**src/sv/nbg_pkg.sv**
```systemverilog
// Shared types and constants for the n-body gravity step block.
package nbg_pkg;

  localparam int unsigned POS_W = 32;
  localparam int unsigned MU_W = 40;
  localparam int unsigned DT_W = 32;
  localparam int unsigned ACC_W = 64;
  localparam int unsigned CFG_IDX_W = 1;
  localparam int unsigned CFG_DATA_W = 6;

  localparam logic [CFG_IDX_W-1:0] REG_ACTIVE_BODIES = 1'd0;
  localparam logic [CFG_IDX_W-1:0] REG_PIN_FIRST = 1'd1;

  localparam logic KIND_LOAD = 1'b0;
  localparam logic KIND_STEP = 1'b1;

  localparam logic [63:0] ONE_SQ = 64'd65536;
  localparam logic signed [63:0] ACC_MAX = 64'sh7FFF_FFFF_FFFF_FFFF;
  localparam logic [63:0] DV_LIM = 64'd1 << 40;

  // divider request: (num_hi:num_lo) / den, 64-bit quotient, saturating
  typedef struct packed {
    logic start;
    logic [63:0] num_hi;
    logic [63:0] num_lo;
    logic [63:0] den;
  } div_req_t;

  typedef struct packed {
    logic done;
    logic [63:0] quo;
  } div_rsp_t;

  function automatic logic signed [31:0] sat32(input logic signed [65:0] v);
    logic signed [31:0] r;
    if (v > 66'sd2147483647) r = 32'sh7FFF_FFFF;
    else if (v < -66'sd2147483648) r = 32'sh8000_0000;
    else r = v[31:0];
    return r;
  endfunction

endpackage

```
**src/sv/nbg_div.sv**
```systemverilog
// Bit-serial restoring divider, 128 by 64, one quotient bit per cycle.
module nbg_div (
  input  logic clk,
  input  logic rst,
  input  nbg_pkg::div_req_t req,
  output nbg_pkg::div_rsp_t rsp
);
  import nbg_pkg::*;

  logic busy;
  logic [6:0] cnt;
  logic [63:0] rem;
  logic [63:0] lo;
  logic [63:0] den;
  logic [63:0] quo;
  logic [64:0] shifted;
  logic ge;

  assign shifted = {rem, lo[63]};
  assign ge = shifted >= {1'b0, den};

  always_ff @(posedge clk) begin
    if (rst) begin
      busy <= 1'b0;
      rsp.done <= 1'b0;
    end else begin
      rsp.done <= 1'b0;
      if (req.start) begin
        if (req.den == 64'd0 || req.num_hi >= req.den) begin
          rsp.quo <= '1;
          rsp.done <= 1'b1;
        end else begin
          busy <= 1'b1;
          cnt <= 7'd64;
          rem <= req.num_hi;
          lo <= req.num_lo;
          den <= req.den;
          quo <= '0;
        end
      end else if (busy) begin
        rem <= ge ? 64'(shifted - {1'b0, den}) : shifted[63:0];
        lo <= {lo[62:0], 1'b0};
        quo <= {quo[62:0], ge};
        cnt <= cnt - 7'd1;
        if (cnt == 7'd1) begin
          busy <= 1'b0;
          rsp.done <= 1'b1;
          rsp.quo <= {quo[62:0], ge};
        end
      end
    end
  end
endmodule

```
**config.mk**
```make
export PLATFORM = sky130hd
export DESIGN_NAME = nbg_div
export DESIGN_NICKNAME = d
export VERILOG_FILES = /design/src/sv/nbg_pkg.sv /design/src/sv/nbg_div.sv
export SDC_FILE = /design/constraint.sdc
export NUM_CORES = 1
export LEC_CHECK = 0
export BUFFER_PORTS_ARGS = -buffer_cell sky130_fd_sc_hd__buf_2
export CORE_ASPECT_RATIO = 0.7
export CORE_UTILIZATION = 25
export CTS_BUF_LIST = sky130_fd_sc_hd__clkbuf_8 sky130_fd_sc_hd__clkbuf_16
export DETAILED_ROUTE_END_ITERATION = 16
export PLACE_DENSITY = 0.42
export SLEW_MARGIN = 20
export SYNTH_ARGS = -nofsm -noshare
export SYNTH_HDL_FRONTEND = slang
export SYNTH_SLANG_ARGS = --single-unit
```
**constraint.sdc**
```tcl
create_clock -name clk -period 15.67 [get_ports clk]
set_clock_uncertainty 0.1 [all_clocks]
set_input_delay 0.7835 -clock clk [delete_from_list [all_inputs] [get_ports clk]]
set_output_delay 0.7835 -clock clk [all_outputs]
set_load 0.01 [all_outputs]
```
* Yosys cells after proc, flatten, opt, wreduce, memory -nomap -nowiden
Index checks and enable logic that the tools add are counted.
Cells by class: add/subtract/negate cells 2, $lt $le $gt $ge 2, eq/ne operators 3, muxes and demuxes 21, bitwise logic cells 2, reduce and logical (&&, ||, !) cells 7
Operators by type and width (number):
- $mux W64 | 7
- $mux W65 | 4
- $mux W63 | 3
- $ge A65 B64 Y1 | 1
- $ge A64 B64 Y1 | 1
- $logic_not A64 Y1 | 1
- $sub A64 B64 Y64 | 1
- $mux W7 | 3
- $eq A7 B1 Y1 const B | 1
- $sub A7 B1 Y7 const B | 1
- $reduce_and A3 Y1 | 2
- $mux W1 | 4
- $reduce_and A4 Y1 | 1
- $reduce_bool A2 Y1 | 2
- $ne A2 B1 Y1 const B | 1
- $ne A2 B2 Y1 const B | 1
- $not A1 Y1 | 2
- $logic_or A1 B1 Y1 | 1
Storage, ports and cells: flip-flop bits (word level) 328, input port bits 195, output and inout bits 65, logic and storage cells 45

* Depth between registers and ports, before layout
depth in word-level cells 4, depth in mapped cells 15, depth with buffers taken out 13

* Least setup slack after synthesis
No wires, ideal clock.
path type input to register, start point input req[192] (netlist name), end point register cnt[0], enable pin, setup time 1030 ps, arrival 15201 ps, required time 14540 ps, path slack -661 ps, stages 4, buffers on the path 3, cell sequence clkbuf_1 -> clkbuf_1 -> clkbuf_1 -> o21ai_0
On the way: longest elaborated chain between the ends 2, elaborated cells between the ends (all ways) 3, those cells by class 1 x eq/ne; 2 x reduce/logical
RTL lines:
- from (decl) | line nbg_div.sv:5 | input nbg_pkg::div_req_t req,
- $ne A2 B2 Y1 (no line) or $reduce_bool A2 Y1 (tied branches)
- $reduce_and A3 Y1 (no line) *
- to (signal assigned) | line nbg_div.sv:44 | cnt <= cnt - 7'd1;
- to (decl) | line nbg_div.sv:11 | logic [6:0] cnt;
Every way passes the cells marked *; elsewhere a longest branch is shown, timed or not. A chain may end at the register's enable or synchronous reset.

* Final worst setup path
start point input req[53] (netlist name), end point register lo[54], enable pin
On the way: longest elaborated chain between the ends 4, elaborated cells between the ends (all ways) 5, those cells by class 1 x order compare; 1 x eq/ne; 3 x reduce/logical
RTL lines:
- $ge A64 B64 Y1 or $logic_not A64 Y1 (tied branches) | line nbg_div.sv:29 | if (req.den == 64'd0 || req.num_hi >= req.den) begin
- $logic_or A1 B1 Y1 * | line nbg_div.sv:29
- $ne A2 B2 Y1 (no line) *
- $reduce_and A3 Y1 (no line) *
- to (signal assigned) | line nbg_div.sv:36 | lo <= req.num_lo;
- to (signal assigned) | line nbg_div.sv:42 | lo <= {lo[62:0], 1'b0};
- to (decl) | line nbg_div.sv:13 | logic [63:0] lo;
Marked as above.

==> results.tsv <==
stage	metric	value	unit
power	p_sw	0.000767	W
routing	drc_errors	0	
cells_and_area	n_fill_cell	7762	
yosys	ys_warn_count	0	
cells_and_area	layout.nets	2256	
cells_and_area	synthToLayoutAreaGrowth	19.8	%
yosys	synth_cell_types	67	
timing	period_share	34.6	%
setup_path	crit_family	compound AO/OA/AOI/OAI gates	
power	p_leak	9.64	nW
power	power.internal	0.00184	W
global_route	grt_overflow	0	
placed_design	io_buffers	259	
setup_path	crit_chain	buf_2 -> inv_1 -> ha_1 -> a21o_1 -> a21o_1 -> a21oi_1 -> o21ai_0 -> a211oi_1 -> o221ai_1 -> a31oi_1 -> o41ai_1 -> or3b_2 -> o21ai_4 -> buf_12 -> buf_16	
yosys	syn_inst	1691	
die	dieArea	76900	um2
power	p_comb_share	21.8	%
routing	routed_wl	58100	um
clock_network	ctsResizeCount	0	
setup_path	crit_buf_inv	4	
setup_path	slowest_stage	a211oi_1	
global_route	grt_max_degree	176	
min_path	min_path_type	input pin to flop	
placed_design	place_congestion	0.840	
timing	finalHoldViolCount	0	
clock_network	cts_sinks	328	
timing	finalCriticalPeriod	5410	ps
clock_network	cts_buffers	40	
clock_network	clk_latency	580	ps
clock_network	root_buffer	clkbuf_16	
yosys	syn_nets	2017	
timing	final-max-slew-violation-count	0	
setup_path	crit_path_start_kind	input pin	
timing	relSlewSlack	29.4	%
die	start_util	25.3	%
run_status	status	completed	
timing	setup_tns	0	ps
power	p_sw_share	29.4	%
yosys	yosys_register_bits	328	
clock_network	htreeDepth	2	
timing	finalWorstSetupSlack	10260	ps
setup_path	worst_setup_path_end_kind	flop	
timing	setup_viol	0	
yosys	synthTopCellsByCount	edfxtp_1 (326), inv_1 (164), a21oi_1 (143), ha_1 (130), a21o_1 (128)	
routing	vias	14000	
setup_path	cp_common_cell	a21o_1	
yosys	synthArstFlopShare	0	%
timing	worstMarginPinSlew	1060	ps
routing	antenna_left	0	
clock_network	path_clk_slew	60	ps
global_route	grt_usage	14.9	%
yosys	synth.top_cell.area_share	51.6	%
cells_and_area	multi_input_area	8220	um2
setup_path	cp.required	15760	ps
clock_network	post_cts_hold_buffer_count	0	
clock_network	cts_post_setup_buffers_inserted	0	
yosys	synth.avg_cell_area	11.2	um2
yosys	synthFlopType	edfxtp_1	
cells_and_area	drive_above_1_share	23.4	%
power	p_clk_share	37.1	%
timing	fmax	0.185	GHz
die	io_pins	260	
placed_design	dp_hpwl	42700	um
die	core_area	75000	um2
yosys	synth_area	19000	um2
global_route	grt_pass1_wl	86400	um
setup_path	worstPathArrival	5500	ps
clock_network	cts_buffer_depth	3	
routing	viasPerCell	4.74	
global_route	antenna_found_initial	14	
power	total_power	0.00261	W
yosys	seq_area_frac_synth	51.9	%
setup_path	crit_type	input pin to flop	
die	die-width	331	um
cells_and_area	final-seq-area	9830	um2
yosys	synth_edf_count	326	
clock_network	cts_tree	done	
global_route	grt_pass1_vias	13800	
yosys	synth_top_area_cell	edfxtp_1	
yosys	synth.most_common_cell	edfxtp_1	
power	power_frac_seq	41.1	%
die	die_height	232	um
routing	drt-initial-drc-count	937	
power	power_density	115	nW/um2
run	maxCapViolCount	0	
placed_design	dp_worst_setup_slack	9540	ps
timing	rsz0062_at_grt	false	
routing	drtPass1Iterations	5	
setup_path	crit_path_max_incr_delay	690	ps
power	peakVddDrop	0.0574	mV
setup_path	worstPathMaxFanout	127	
yosys	yosys-top-cells-area	edfxtp_1 (52%), ha_1 (8.6%), mux2_2 (5.9%), a21o_1 (5.1%), a21oi_1 (3.8%)	
routing	wire_per_inst	19.7	um
die	rows	84	
cell families (layout without fill, tap and decap cells):
| logic type | after synthesis | after routing | share of synthesized area [%] |
|---|---|---|---|
| buffers and inverters | 243 | 514 | 4.98 |
| adders and majority gates | 131 | 131 | 8.69 |
| AOI/OAI and AO/OA | 444 | 444 | 15.2 |
| xor gates and xnor gates | 60 | 60 | 2.77 |
| DFF | 328 | 328 | 51.9 |
| and+or+nand+nor | 384 | 384 | 10.5 |
| other | 0 | 2 | 0 |
| muxes | 101 | 101 | 5.99 |
layout make-up:
type | count | share of cell area [%]
multi-input combinational | 1120 | 36.2
antenna | 2 | 0.0220
timing repair buffer | 275 | 6.42
clock inverter | 31 | 1.27
sequential | 328 | 43.3
tap | 989 | 5.45
inverter | 165 | 2.73
clock buffer | 43 | 4.64
routing by layer:
layer  vias up  track usage, %  wire length, um
li1       6704               -                -
met4         8            3.30              921
met1      6911            22.6            29600
met2       297            21.0            23900
met3        79            3.46             3630
met5         -               0               47
stage by stage:
| stage | hold WS [ps] | util (%) | instances | area [um2] |
|---|---|---|---|---|
| floorplan | 370 | - | 1691 | 19000 |
| global placement | 427 | 28.4 | 2876 | 21300 |
| detailed placement | 420 | 28.4 | 2876 | 21300 |
| CTS | 259 | 30.2 | 2950 | 22700 |
| global route | 275 | 30.3 | 2951 | 22700 |
| finish | 315 | 30.3 | 2953 | 22700 |
worst reg2reg max path, delay by kind of cell, from the launching register on:
family,cells,cell delay (ps)
DFF,1,440
buffers and inverters,1,540
adders and majority gates,1,430
muxes,1,340
and+or+nand+nor,2,570
AOI/OAI and AO/OA,6,2580
flip-flops by register name (all words and copies together), names as in the netlist:
signal	flops
busy	1
cnt	7
den	64
lo	64
quo	63
rem	64
rsp	65
path summary, 6_finish.rpt:
| kind | depth (start not counted) | to | slack (ps) | from |
|---|---|---|---|---|
| setup / recovery | 15 | lo[54]$_DFFE_PP_ | 10260 | req[53] |
| hold / removal | 1 | den[42]$_DFFE_PP_ | 310 | req[42] |
| setup reg to reg | 11 | rem[46]$_DFFE_PP_ | 10430 | rem[6]$_DFFE_PP_ |
| hold reg to reg | 1 | rsp[22]$_DFFE_PP_ | 440 | quo[21]$_SDFFCE_PP0P_ |
cell usage in the layout (no fill, tap or decap), types with 4 or more instances in the layout:
cell type,Yosys,routed
a211oi_1,24,24
a21o_1,128,128
a21oi_1,143,143
a31oi_1,8,8
and2_1,6,4
buf_2,22,258
buf_4,1,14
bufinv_16,0,5
clkbuf_16,0,41
clkinv_1,0,7
clkinv_2,0,9
clkinvlp_4,0,4
edfxtp_1,326,326
ha_1,130,130
inv_1,164,166
mux2_2,99,99
nand2_1,72,72
nand2b_1,9,9
nand3_1,18,18
nand4_1,36,36
nor2_1,92,92
nor2b_1,69,69
nor3_1,19,19
nor3b_1,9,9
nor4_1,26,24
o211ai_1,7,7
o21a_1,12,11
o21ai_0,35,34
o21ai_1,27,26
o21bai_1,18,18
o31ai_1,9,9
o41ai_1,4,4
or3_1,6,6
xnor2_1,35,35
xor2_1,25,25
power groups by stage:
| stage | registers (W) | logic [W] | clock network [W] |
|---|---|---|---|
| floorplan | 0.00110 | 0.000392 | 0 |
| global placement | 0.00109 | 0.000565 | 0 |
| detailed placement | 0.00109 | 0.000565 | 0 |
| CTS | 0.00107 | 0.000568 | 0.00101 |
| global route | 0.00108 | 0.000629 | 0.00104 |
| finish | 0.00107 | 0.000567 | 0.000968 |
No activity file was read; power rests on OpenSTA's default activity.
